[config.mk]
export PLATFORM = sky130hd
export DESIGN_NAME = keyed_record_table
export DESIGN_NICKNAME = d
export VERILOG_FILES = /design/src/design/kr_pkg.sv /design/src/design/kr_ram.sv /design/src/design/kr_ctrl.sv /design/src/design/kr_datapath.sv /design/src/design/keyed_record_table.sv
export SDC_FILE = /design/constraint.sdc
export NUM_CORES = 1
export LEC_CHECK = 0
export ABC_AREA = 1
export BUFFER_PORTS_ARGS = -buffer_cell sky130_fd_sc_hd__buf_2
export CAP_MARGIN = 20
export CORE_MARGIN = 3
export CORE_UTILIZATION = 50
export DETAILED_ROUTE_END_ITERATION = 8
export PLACE_DENSITY = 0.65
export SETUP_SLACK_MARGIN = 0.02
export SYNTH_ARGS = -nofsm -noshare
export SYNTH_HDL_FRONTEND = slang
export SYNTH_SLANG_ARGS = --single-unit
[constraint.sdc]
create_clock -name clock -period 15.3 [get_ports clock]
set_clock_uncertainty 0.05 [all_clocks]
set_input_delay 0 -clock clock [delete_from_list [all_inputs] [get_ports clock]]
set_output_delay 0 -clock clock [all_outputs]
set_load 0.005 [all_outputs]
[src/design/kr_pkg.sv]
// Shared types and constants for the keyed record table.
package kr_pkg;

   localparam int KEY_W    = 27;
   localparam int AGE_W    = 7;
   localparam int GRADE_W  = 10;
   localparam int REC_W    = KEY_W + AGE_W + GRADE_W;
   localparam int ACTION_W = 3;
   localparam int STATUS_W = 2;
   localparam int SLOT_W   = 4;
   localparam int COUNT_W  = 5;

   typedef enum logic [ACTION_W-1:0] {
      ACT_INSERT = 3'd0,
      ACT_DELETE = 3'd1,
      ACT_LOOKUP = 3'd2,
      ACT_MODIFY = 3'd3,
      ACT_LIST   = 3'd4
   } kr_action_type;

   typedef enum logic [STATUS_W-1:0] {
      ST_OK      = 2'd0,
      ST_FULL    = 2'd1,
      ST_EMPTY   = 2'd2,
      ST_MISSING = 2'd3
   } kr_status_type;

   typedef struct packed {
      logic [KEY_W-1:0]   key;
      logic [AGE_W-1:0]   age;
      logic [GRADE_W-1:0] grade;
   } kr_record_type;

   typedef enum logic [1:0] {
      S_IDLE,
      S_SCAN,
      S_MOVE,
      S_LIST
   } kr_state_type;

   typedef enum logic [2:0] {
      PTR_HOLD,
      PTR_LAST,
      PTR_DEC,
      PTR_INC,
      PTR_ZERO
   } kr_ptr_sel_type;

   typedef enum logic [1:0] {
      WR_NONE,
      WR_INSERT,
      WR_MODIFY,
      WR_MOVE
   } kr_wr_sel_type;

   typedef enum logic [1:0] {
      CNT_HOLD,
      CNT_INC,
      CNT_DEC
   } kr_cnt_op_type;

   typedef enum logic [1:0] {
      SLOT_ZERO,
      SLOT_COUNT,
      SLOT_PTR,
      SLOT_HIT
   } kr_slot_sel_type;

   typedef struct packed {
      logic            load_req;
      kr_ptr_sel_type  ptr_sel;
      logic            save_hit;
      kr_wr_sel_type   wr_sel;
      kr_cnt_op_type   cnt_op;
      logic            rsp_en;
      kr_status_type   rsp_status;
      kr_slot_sel_type rsp_slot_sel;
      logic            rsp_rec_en;
      logic            rsp_last;
   } kr_cmd_type;

   typedef struct packed {
      kr_action_type action;
      logic          full;
      logic          empty;
      logic          match;
      logic          ptr_zero;
      logic          ptr_last;
   } kr_stat_type;

endpackage

[src/design/kr_ram.sv]
// Generic single-write, single-read RAM with registered read data.
module kr_ram #(
   parameter int WIDTH = 44,
   parameter int DEPTH = 16
) (
   input  logic                     clock,
   input  logic                     wr_en,
   input  logic [$clog2(DEPTH)-1:0] wr_addr,
   input  logic [WIDTH-1:0]         wr_data,
   input  logic [$clog2(DEPTH)-1:0] rd_addr,
   output logic [WIDTH-1:0]         rd_data
);

   logic [WIDTH-1:0] mem_ff [DEPTH];
   logic [WIDTH-1:0] rd_data_ff;

   always_ff @(posedge clock) begin
      if (wr_en) begin
         mem_ff[wr_addr] <= wr_data;
      end
      rd_data_ff <= mem_ff[rd_addr];
   end

   assign rd_data = rd_data_ff;

endmodule

[src/design/kr_ctrl.sv]
// Controller state machine for the keyed record table.
module kr_ctrl
   import kr_pkg::*;
(
   input  logic                clock,
   input  logic                reset,
   input  logic                start,
   input  logic [ACTION_W-1:0] req_action,
   input  kr_stat_type         stat,
   output kr_cmd_type          cmd,
   output logic                busy
);

   kr_state_type state_ff;
   kr_state_type state_in;

   always_ff @(posedge clock) begin
      if (reset) begin
         state_ff <= S_IDLE;
      end else begin
         state_ff <= state_in;
      end
   end

   always_comb begin
      state_in         = state_ff;
      cmd.load_req     = 1'b0;
      cmd.ptr_sel      = PTR_HOLD;
      cmd.save_hit     = 1'b0;
      cmd.wr_sel       = WR_NONE;
      cmd.cnt_op       = CNT_HOLD;
      cmd.rsp_en       = 1'b0;
      cmd.rsp_status   = ST_OK;
      cmd.rsp_slot_sel = SLOT_ZERO;
      cmd.rsp_rec_en   = 1'b0;
      cmd.rsp_last     = 1'b1;

      unique case (state_ff)
         S_IDLE: begin
            if (start) begin
               cmd.load_req = 1'b1;
               case (kr_action_type'(req_action))
                  ACT_INSERT: begin
                     cmd.rsp_en = 1'b1;
                     if (stat.full) begin
                        cmd.rsp_status = ST_FULL;
                     end else begin
                        cmd.wr_sel       = WR_INSERT;
                        cmd.cnt_op       = CNT_INC;
                        cmd.rsp_slot_sel = SLOT_COUNT;
                     end
                  end
                  ACT_DELETE, ACT_LOOKUP: begin
                     if (stat.empty) begin
                        cmd.rsp_en     = 1'b1;
                        cmd.rsp_status = ST_EMPTY;
                     end else begin
                        cmd.ptr_sel = PTR_LAST;
                        state_in    = S_SCAN;
                     end
                  end
                  ACT_MODIFY: begin
                     if (stat.empty) begin
                        cmd.rsp_en     = 1'b1;
                        cmd.rsp_status = ST_MISSING;
                     end else begin
                        cmd.ptr_sel = PTR_LAST;
                        state_in    = S_SCAN;
                     end
                  end
                  ACT_LIST: begin
                     if (stat.empty) begin
                        cmd.rsp_en     = 1'b1;
                        cmd.rsp_status = ST_EMPTY;
                     end else begin
                        cmd.ptr_sel = PTR_ZERO;
                        state_in    = S_LIST;
                     end
                  end
                  default: begin
                     cmd.rsp_en = 1'b1;
                  end
               endcase
            end
         end

         // Top slot downwards, so the first hit is the highest matching slot.
         S_SCAN: begin
            if (stat.match) begin
               state_in = S_IDLE;
               case (stat.action)
                  ACT_DELETE: begin
                     cmd.save_hit = 1'b1;
                     cmd.ptr_sel  = PTR_LAST;
                     state_in     = S_MOVE;
                  end
                  ACT_LOOKUP: begin
                     cmd.rsp_en       = 1'b1;
                     cmd.rsp_slot_sel = SLOT_PTR;
                     cmd.rsp_rec_en   = 1'b1;
                  end
                  ACT_MODIFY: begin
                     cmd.wr_sel       = WR_MODIFY;
                     cmd.rsp_en       = 1'b1;
                     cmd.rsp_slot_sel = SLOT_PTR;
                  end
                  default: begin
                     cmd.rsp_en = 1'b1;
                  end
               endcase
            end else if (stat.ptr_zero) begin
               cmd.rsp_en     = 1'b1;
               cmd.rsp_status = ST_MISSING;
               state_in       = S_IDLE;
            end else begin
               cmd.ptr_sel = PTR_DEC;
            end
         end

         // Last record now on the read port: copy it into the freed slot.
         S_MOVE: begin
            cmd.wr_sel       = WR_MOVE;
            cmd.cnt_op       = CNT_DEC;
            cmd.rsp_en       = 1'b1;
            cmd.rsp_slot_sel = SLOT_HIT;
            state_in         = S_IDLE;
         end

         S_LIST: begin
            cmd.rsp_en       = 1'b1;
            cmd.rsp_slot_sel = SLOT_PTR;
            cmd.rsp_rec_en   = 1'b1;
            cmd.rsp_last     = stat.ptr_last;
            if (stat.ptr_last) begin
               state_in = S_IDLE;
            end else begin
               cmd.ptr_sel = PTR_INC;
            end
         end

         default: begin
            state_in = S_IDLE;
         end
      endcase
   end

   assign busy = (state_ff != S_IDLE);

endmodule

[src/design/kr_datapath.sv]
// Datapath: record store, count, scan pointer and result registers.
module kr_datapath
   import kr_pkg::*;
#(
   parameter int CAPACITY = 16
) (
   input  logic                clock,
   input  logic                reset,
   input  kr_cmd_type          cmd,
   output kr_stat_type         stat,
   input  logic [ACTION_W-1:0] req_action,
   input  logic [KEY_W-1:0]    req_search_key,
   input  logic [KEY_W-1:0]    req_new_key,
   input  logic [AGE_W-1:0]    req_age_in,
   input  logic [GRADE_W-1:0]  req_grade_in,
   output logic                rsp_valid,
   output logic [STATUS_W-1:0] rsp_status,
   output logic [SLOT_W-1:0]   rsp_slot,
   output logic [KEY_W-1:0]    rsp_key_out,
   output logic [AGE_W-1:0]    rsp_age_out,
   output logic [GRADE_W-1:0]  rsp_grade_out,
   output logic [COUNT_W-1:0]  rsp_count_out,
   output logic                rsp_last
);

   localparam int AW = $clog2(CAPACITY);
   localparam int CW = $clog2(CAPACITY + 1);

   logic [CW-1:0]       count_ff;
   logic [CW-1:0]       count_in;
   logic [AW-1:0]       ptr_ff;
   logic [AW-1:0]       ptr_in;
   logic [AW-1:0]       hit_ff;
   logic [AW-1:0]       last_idx;
   logic [ACTION_W-1:0] action_ff;
   logic [KEY_W-1:0]    key_ff;
   logic [KEY_W-1:0]    new_key_ff;
   logic [AGE_W-1:0]    age_ff;
   logic [GRADE_W-1:0]  grade_ff;

   logic                wr_en;
   logic [AW-1:0]       wr_addr;
   kr_record_type       wr_rec;
   kr_record_type       rd_rec;
   logic [REC_W-1:0]    rd_data;

   logic                rsp_valid_ff;
   logic [STATUS_W-1:0] rsp_status_ff;
   logic [SLOT_W-1:0]   rsp_slot_ff;
   kr_record_type       rsp_rec_ff;
   logic [COUNT_W-1:0]  rsp_count_ff;
   logic                rsp_last_ff;
   logic [SLOT_W-1:0]   slot_sel;

   assign last_idx = AW'(count_ff - CW'(1));
   assign rd_rec   = kr_record_type'(rd_data);

   always_comb begin
      case (cmd.cnt_op)
         CNT_INC: count_in = count_ff + CW'(1);
         CNT_DEC: count_in = count_ff - CW'(1);
         default: count_in = count_ff;
      endcase
   end

   // The RAM reads the next pointer, so its output always shows slot ptr_ff.
   always_comb begin
      case (cmd.ptr_sel)
         PTR_LAST: ptr_in = last_idx;
         PTR_DEC:  ptr_in = ptr_ff - AW'(1);
         PTR_INC:  ptr_in = ptr_ff + AW'(1);
         PTR_ZERO: ptr_in = '0;
         default:  ptr_in = ptr_ff;
      endcase
   end

   always_comb begin
      wr_en   = 1'b1;
      wr_addr = ptr_ff;
      wr_rec  = rd_rec;
      case (cmd.wr_sel)
         WR_INSERT: begin
            wr_addr = AW'(count_ff);
            wr_rec  = '{key: req_search_key, age: req_age_in, grade: req_grade_in};
         end
         WR_MODIFY: begin
            wr_addr = ptr_ff;
            wr_rec  = '{key: new_key_ff, age: age_ff, grade: grade_ff};
         end
         WR_MOVE: begin
            wr_addr = hit_ff;
            wr_rec  = rd_rec;
         end
         default: begin
            wr_en = 1'b0;
         end
      endcase
   end

   kr_ram #(
      .WIDTH (REC_W),
      .DEPTH (CAPACITY)
   ) u_store (
      .clock   (clock),
      .wr_en   (wr_en),
      .wr_addr (wr_addr),
      .wr_data (wr_rec),
      .rd_addr (ptr_in),
      .rd_data (rd_data)
   );

   always_ff @(posedge clock) begin
      if (reset) begin
         count_ff     <= '0;
         rsp_valid_ff <= 1'b0;
      end else begin
         count_ff     <= count_in;
         rsp_valid_ff <= cmd.rsp_en;
      end
   end

   always_ff @(posedge clock) begin
      ptr_ff <= ptr_in;
      if (cmd.save_hit) begin
         hit_ff <= ptr_ff;
      end
      if (cmd.load_req) begin
         action_ff  <= req_action;
         key_ff     <= req_search_key;
         new_key_ff <= req_new_key;
         age_ff     <= req_age_in;
         grade_ff   <= req_grade_in;
      end
   end

   always_comb begin
      case (cmd.rsp_slot_sel)
         SLOT_COUNT: slot_sel = SLOT_W'(count_ff);
         SLOT_PTR:   slot_sel = SLOT_W'(ptr_ff);
         SLOT_HIT:   slot_sel = SLOT_W'(hit_ff);
         default:    slot_sel = '0;
      endcase
   end

   always_ff @(posedge clock) begin
      if (cmd.rsp_en) begin
         rsp_status_ff <= cmd.rsp_status;
         rsp_slot_ff   <= slot_sel;
         rsp_rec_ff    <= cmd.rsp_rec_en ? rd_rec : '0;
         rsp_count_ff  <= COUNT_W'(count_in);
         rsp_last_ff   <= cmd.rsp_last;
      end
   end

   assign stat.action   = kr_action_type'(action_ff);
   assign stat.full     = (count_ff == CW'(CAPACITY));
   assign stat.empty    = (count_ff == '0);
   assign stat.match    = (rd_rec.key == key_ff);
   assign stat.ptr_zero = (ptr_ff == '0);
   assign stat.ptr_last = (ptr_ff == last_idx);

   assign rsp_valid     = rsp_valid_ff;
   assign rsp_status    = rsp_status_ff;
   assign rsp_slot      = rsp_slot_ff;
   assign rsp_key_out   = rsp_rec_ff.key;
   assign rsp_age_out   = rsp_rec_ff.age;
   assign rsp_grade_out = rsp_rec_ff.grade;
   assign rsp_count_out = rsp_count_ff;
   assign rsp_last      = rsp_last_ff;

endmodule

[src/design/keyed_record_table.sv]
// Insert, refusals on an empty or full table and unknown actions: result in the cycle after the transfer.
// Lookup, modify and delete scan the store from the top slot down, one slot a cycle through the
// RAM read port; a delete hit then copies the last record into the freed slot as it gives its result.
// List: the pointer is loaded with slot zero, then one record a cycle from slot zero up.
// A new command is taken in the cycle its last result is shown; busy is high until then.
// Synchronous reset empties the table at once; store contents are left as they are.
module keyed_record_table
   import kr_pkg::*;
#(
   parameter int CAPACITY = 16
) (
   input  logic                clock,
   input  logic                reset,
   input  logic                start,
   output logic                busy,
   input  logic [ACTION_W-1:0] req_action,
   input  logic [KEY_W-1:0]    req_search_key,
   input  logic [KEY_W-1:0]    req_new_key,
   input  logic [AGE_W-1:0]    req_age_in,
   input  logic [GRADE_W-1:0]  req_grade_in,
   output logic                rsp_valid,
   output logic [STATUS_W-1:0] rsp_status,
   output logic [SLOT_W-1:0]   rsp_slot,
   output logic [KEY_W-1:0]    rsp_key_out,
   output logic [AGE_W-1:0]    rsp_age_out,
   output logic [GRADE_W-1:0]  rsp_grade_out,
   output logic [COUNT_W-1:0]  rsp_count_out,
   output logic                rsp_last
);

   kr_cmd_type  cmd;
   kr_stat_type stat;

   kr_ctrl u_ctrl (
      .clock      (clock),
      .reset      (reset),
      .start      (start),
      .req_action (req_action),
      .stat       (stat),
      .cmd        (cmd),
      .busy       (busy)
   );

   kr_datapath #(
      .CAPACITY (CAPACITY)
   ) u_datapath (
      .clock          (clock),
      .reset          (reset),
      .cmd            (cmd),
      .stat           (stat),
      .req_action     (req_action),
      .req_search_key (req_search_key),
      .req_new_key    (req_new_key),
      .req_age_in     (req_age_in),
      .req_grade_in   (req_grade_in),
      .rsp_valid      (rsp_valid),
      .rsp_status     (rsp_status),
      .rsp_slot       (rsp_slot),
      .rsp_key_out    (rsp_key_out),
      .rsp_age_out    (rsp_age_out),
      .rsp_grade_out  (rsp_grade_out),
      .rsp_count_out  (rsp_count_out),
      .rsp_last       (rsp_last)
   );

endmodule

After elaboration in Yosys (flattened, before gate mapping):

Memories as Yosys holds them, arrays and structs flattened. A register that Yosys moved wholly into a read port is not among the register bits.
Index checks and enable logic that the tools add are counted.
Widths: inputs -> output; s select.

* bits in registers: 146
* bits in writable memories: 704
* output and inout port bits: 58
* word-level logic and storage cells: 117
* memories: 1

Memory list
* u_datapath.u_store.mem_ff: words 16, width 44, read ports 1, clocked after memory_dff 1, write ports 1, line kr_ram.sv:14 `logic [WIDTH-1:0] mem_ff [DEPTH];`

* $add $sub $neg: 4
* equal/unequal tests: 31
* mux-type cells: 53
* reductions and logical operators: 11

Operators with widths (number)
* $pmux 44 s2: 1
* $eq 27x27->1: 1
* $mux 3: 9
* $mux 2: 13
* $eq 3x2->1 const B: 6
* $pmux 2 s4: 2
* $pmux 4 s4: 1
* $eq 2x2->1 const B: 7
* $mux 1: 12
* $ne 3x3->1 const B: 4
* $pmux 2 s2: 3
* $pmux 2 s3: 2
* $pmux 4 s3: 1
* $pmux 5 s2: 1
* $eq 3x1->1 const B: 3
* $mux 9: 1
* $pmux 3 s3: 1
* $reduce_or 3->1: 3
* $eq 2x1->1 const B: 4
* $pmux 4 s2: 1
* $eq 3x3->1 const B: 2
* $pmux 3 s2: 1
* $reduce_and 6->1: 1
* $add 5x1->5 const B: 1
* 16 further kinds: 18

Longest topological paths before layout:

* word-level depth: 10
* mapped depth: 23
* gate-level depth less buffers: 21

Cells and area by module:

A second synthesis with hierarchy kept.

* cells, all modules: 3701
* area, all modules: 38235.4 sq um

Modules (own cells, without submodules)
* kr_ram: times used 1, cells an instance 2903, area an instance 30943.4 sq um, seq. area each 22021.1 sq um
* kr_datapath: times used 1, cells an instance 716, area an instance 6846.6 sq um, seq. area each 4224.1 sq um
* kr_ctrl: times used 1, cells an instance 82, area an instance 445.4 sq um, seq. area each 40.0 sq um

Worst setup path after synthesis:

No wires, ideal clock.

* kind: flip-flop to flip-flop
* from: register u_ctrl.state_ff[1]
* to: memory u_datapath.u_store.mem_ff[10][0], enable pin
* library setup time: 0.446 ns
* arrival: 5.754 ns
* path slack: 9.051 ns
* cell stages (with the launch flop): 17
* buffers on the path: 1
* cells stage by stage: dfxtp_1 -> nor2_1 -> nand2_1 -> inv_1 -> nand3_1 -> inv_1 -> nor2_2 -> inv_1 -> ha_1 -> clkbuf_1 -> inv_1 -> o22ai_1 -> nand2_1 -> o21a_1 -> inv_1 -> nand3_1 -> nor2_1

* longest elaborated chain between the ends: 7

Ends and longest elaborated chain
* start: declaration: line kr_ctrl.sv:14 `kr_state_type state_ff;`
* start signal: assignment: line kr_ctrl.sv:21 `state_ff <= state_in;`
* $eq 2x2->1 (tied with other cells): line kr_ctrl.sv:38 `unique case (state_ff)`
* $pmux 2 s3 (*): line kr_ctrl.sv:38
* $eq 2x2->1 / $eq 2x1->1 (equally long branches): line kr_datapath.sv:81 `case (cmd.wr_sel)`
* $reduce_or 3->1 (no line)
* $mux 1: line kr_datapath.sv:81
* $mux 1: line kr_ram.sv:18 `if (wr_en) begin`
* $mux 1 (not written as such): line kr_ram.sv:19 `mem_ff[wr_addr] <= wr_data;`
* end: declaration: line kr_ram.sv:14

Mark *: on every way between the ends. The rest lies on a longest branch, timed or not.

Worst setup path in the final report:

* from: register u_datapath.key_ff[0]
* to: register u_datapath.u_store.rd_data_ff[43], in the netlist u_datapath.u_store.rd_data[43], read port of u_datapath.u_store.mem_ff

* longest elaborated chain between the ends: 5

Ends and longest elaborated chain
* start: declaration: line kr_datapath.sv:36 `logic [KEY_W-1:0] key_ff;`
* start signal: assignment: line kr_datapath.sv:129 `key_ff <= req_search_key;`
* $eq 27x27->1 (*): line kr_datapath.sv:158 `assign stat.match = (rd_rec.key == key_ff);`
* $mux 3 (*): line kr_ctrl.sv:89 `if (stat.match) begin`
* $pmux 3 s3 (*): line kr_ctrl.sv:38
* $eq 3x3->1 (tied with other cells): line kr_datapath.sv:68 `case (cmd.ptr_sel)`
* $pmux 4 s4 (*): line kr_datapath.sv:68
* end: declaration: line kr_ram.sv:15 `logic [WIDTH-1:0] rd_data_ff;`

Marks and branches as above.
A chain may end at the register's enable or synchronous reset.

==> reports/qor.yml <==
status:
  status: "finished, final reports clean"
global_route:
  antenna_found_initial: 2
  grt_pass1_wl_um: 151000
  grt_usage_pct: 24.2
  grt_pass1_vias: 25100
  grt.overflow.total: 0
  grt_max_degree: 211
power_and_ir_drop:
  p_total_mw: 7.61
  p_leak_nw: 18.1
  p_int_mw: 5.07
  p_sw_share_pct: 33.4
  power.density_mw_per_mm2: 172
  vdd_drop_max_uv: 125
  p_sw_mw: 2.54
  seqPwrFrac_pct: 41.4
  combPwrFrac_pct: 28.9
  power.clock.fraction_pct: 29.6
sta:
  finalSetupViolCount: 0
  tns_ns: 0
  max_freq_ghz: 0.153
  hold_viol: 0
  period_minus_slack_ns: 6.53
  final_max_slew_viol_count: 0
  hold_ws_ns: 0.0318
  tightest_slew_ns: 1.33
  timing.final.crit_share_pct: 42.7
  rsz0062_at_grt: "no"
  setup_ws_ns: 8.77
  slew_headroom_pct: 11.3
worst_setup_path:
  reg2reg_to: "u_datapath.u_store.rd_data[43]$_DFF_P_"
  cp_data_required_time_ns: 15.77
  cp_top_family: "simple AND/OR/NAND/NOR gates"
  path_buf_inv: 4
  start_kind: "flip-flop"
  cp_slowest_cell: "buf_4"
  crit_cells: 19
  crit_start: "u_datapath.key_ff[0]$_DFFE_PP_"
  r2r_setup_slack_ns: 8.77
  worstSetupEndpointType: "flip-flop"
  endpoint: "u_datapath.u_store.rd_data[43]$_DFF_P_"
  cp_data_arrival_time_ns: 7.01
  rr_worst_depth: 19
  critPathMaxFanout: 92
  reg2reg_from: "u_datapath.key_ff[0]$_DFFE_PP_"
  critPathKind: "flip-flop to flip-flop"
  slowest_delay_ns: 0.89
  crit_chain: "xnor2_1 > nand2_1 > nor2_1 > nand2_1 > nor2_1 > nand3_1 > nand2_2 > inv_1 > nand2_2 > nand2_4 > nand2_4 > buf_4 > buf_4 > buf_4 > nand2_1 > nand3_1 > nand3_1 > nand3_1 > nand2_1"
clock_tree:
  worstSkewPairLatency_ns: 0.63
  cts_root_buf: "clkbuf_16"
  hold_buffers: 78
  cts.sinks: 894
  cts_setup_buffers: 0
  cts_tree: "done"
  h-tree-depth: 3
  numCtsBuffers: 90
  post_cts_resized: 0
  path_clk_slew_ns: 0.06
  clockBufferDepth: 3
logic_synthesis:
  synthArstFlopShare_pct: 0
  syn_area_mm2: 0.0388
  yosysTopAreaCell: "edfxtp_1"
  seq_area_frac_synth_pct: 67.8
  avgSynthCellArea_um2: 11.0
  postSynthCellCount: 3531
  ys.flop_type: "edfxtp_1"
  synth_nets: 3618
  synth-edff-count: 839
  ys_seq_elements: 894
  synth_top_area_share_pct: 65.0
  synth-warning-count: 0
  ys_types: 42
  synth_area_leaders: "edfxtp_1 (65%), nand3_1 (10%), inv_1 (6.0%)"
die:
  coreArea_mm2: 0.0763
  die_w_um: 285
  rows: 101
  die-area_mm2: 0.0809
  initial_core_util_pct: 50.8
  io_pins: 135
  die_h_um: 285
finish:
  antenna_cells: 0
  area_growth_pct: 13.8
  drive_gt1_share_pct: 10.3
  fin_nets: 3775
  stdcell_count: 4791
  final_area_mm2: 0.0442
  utilization_pct: 57.9
drt:
  via_count: 26100
  drc_errors: 0
  drtIter0Drc: 2711
  drtPass1Iterations: 5
  totalWireLength_um: 99000
  wl_per_cell_um: 20.7
  antenna_left: 0
  avgViaCountPerCell: 5.45
placed_design:
  dpl.cell_count: 4548
  gp_congestion: 0.851
  hpwl_um: 51300
  preCtsSetupSlack_ns: 9.00
  place_area_mm2: 0.0403
  portBuffers: 134
hold_path:
  worstHoldPathType: "input pin to flip-flop"
flow_run:
  cap_violations: 0
kinds of logic after synthesis:
kind of cell | synth area share (%)
simple gates | 20.2
flops | 67.8
buf+inv | 8.96
compound gates | 2.05
xor+xnor | 0.629
fa+ha+maj | 0.342
metal layers:
metal / vias to the layer above / share of wire [%] / track usage (%)
li1: 12200 / - / -
met1: 12700 / 43 / 34.2
met2: 1046 / 46 / 39.1
met3: 158 / 7.8 / 3.66
met4: 0 / 2.4 / 7.24
met5: - / 0 / 0
worst register-to-register path, stage by stage (launching register included):
cell	delay [ns]
edfxtp_1	0.39
xnor2_1	0.23
nand2_1	0.12
nor2_1	0.27
nand2_1	0.17
nor2_1	0.29
nand3_1	0.19
nand2_2	0.18
inv_1	0.10
nand2_2	0.16
nand2_4	0.45
nand2_4	0.46
buf_4	0.78
buf_4	0.98
buf_4	1.00
nand2_1	0.20
nand3_1	0.13
nand3_1	0.11
nand3_1	0.11
nand2_1	0.05
power groups by stage:
stage | combinational [mW] | sequential, mW | clock [mW]
final | 2.20 | 3.15 | 2.26
after global routing | 2.43 | 3.16 | 2.39
after global placement | 2.14 | 3.20 | 0
after detailed placement | 2.17 | 3.20 | 0
after floorplan | 1.55 | 3.18 | 0
after CTS | 2.19 | 3.15 | 2.29
cell usage after synthesis (4+ instances only):
master and number:
edfxtp_1 839, nand3_1 806, inv_1 625, nand2_1 532
nand3b_1 176, buf_2 106, nor2_1 91, dfxtp_1 55
a21oi_1 54, clkbuf_1 52, a22oi_1 44, buf_4 36
xnor2_1 19, inv_2 14, o21ai_0 12, ha_1 9
buf_1 8, o22ai_1 8, xor2_1 7, buf_6 4
nor2_2 4
final cells by class:
| type | instances | area, µm² |
|---|---|---|
| flip-flops and latches | 894 | 26300 |
| multi-input cells | 1791 | 9200 |
| inverters | 640 | 2410 |
| well taps | 1030 | 1290 |
| fillers | 6228 | 32200 |
| clock inverters | 41 | 494 |
| clock buffers | 124 | 2560 |
| repair buffers | 271 | 1910 |
sequential cells by signal (all words and copies together), names as in the netlist, named ones only:
register and cells:
u_ctrl.state_ff 2, u_datapath.action_ff 3, u_datapath.age_ff 7, u_datapath.count_ff 5, u_datapath.grade_ff 10, u_datapath.hit_ff 4, u_datapath.key_ff 27, u_datapath.new_key_ff 27
u_datapath.ptr_ff 3, u_datapath.rsp_age_out 7, u_datapath.rsp_count_out 5, u_datapath.rsp_grade_out 10, u_datapath.rsp_key_out 27, u_datapath.rsp_last 1, u_datapath.rsp_slot 4, u_datapath.rsp_status 2
u_datapath.rsp_valid 1, u_datapath.u_store.mem_ff 704, u_datapath.u_store.rd_data 44
worst min-delay path by stage:
stage                     from                                   to  slack [ns]  depth (start not counted)
4_1_cts         req_new_key[6]   u_datapath.new_key_ff[6]$_DFFE_PP_       0.001                          2
3_5_place_dp   req_new_key[17]  u_datapath.new_key_ff[17]$_DFFE_PP_        0.13                          1
2_1_floorplan            reset    u_datapath.count_ff[1]$_SDFF_PP0_        0.02                          1
3_3_place_gp   req_new_key[16]  u_datapath.new_key_ff[16]$_DFFE_PP_        0.13                          1
6_report       req_new_key[25]  u_datapath.new_key_ff[25]$_DFFE_PP_        0.03                          2
5_1_grt        req_new_key[25]  u_datapath.new_key_ff[25]$_DFFE_PP_        0.02                          2
placed cells by master (no fill, tap or decap), types with 2 or more instances in the layout:
| cell type | n |
|---|---|
| clkinv_2 | 18 |
| a31oi_1 | 2 |
| nand2_1 | 529 |
| nand3_1 | 806 |
| buf_4 | 58 |
| nand2_2 | 2 |
| inv_4 | 2 |
| a21oi_4 | 2 |
| o22ai_1 | 8 |
| dlygate4sd3_1 | 78 |
| buf_2 | 134 |
| clkbuf_16 | 92 |
| clkbuf_1 | 18 |
| nand2_4 | 5 |
| inv_1 | 623 |
| nor2_2 | 3 |
| inv_2 | 15 |
| xor2_1 | 7 |
| nor3_1 | 3 |
| clkbuf_8 | 14 |
| dfxtp_1 | 55 |
| a22oi_1 | 44 |
| edfxtp_1 | 839 |
| o21a_1 | 2 |
| nor2_4 | 18 |
| clkinvlp_4 | 3 |
| nand3b_1 | 176 |
| a21oi_1 | 54 |
| bufinv_16 | 11 |
| xnor2_1 | 19 |
| o21ai_0 | 12 |
| ha_1 | 7 |
| clkinv_1 | 7 |
| nand4_1 | 3 |
| nor2_1 | 75 |
No activity file was read; power rests on OpenSTA's default activity.
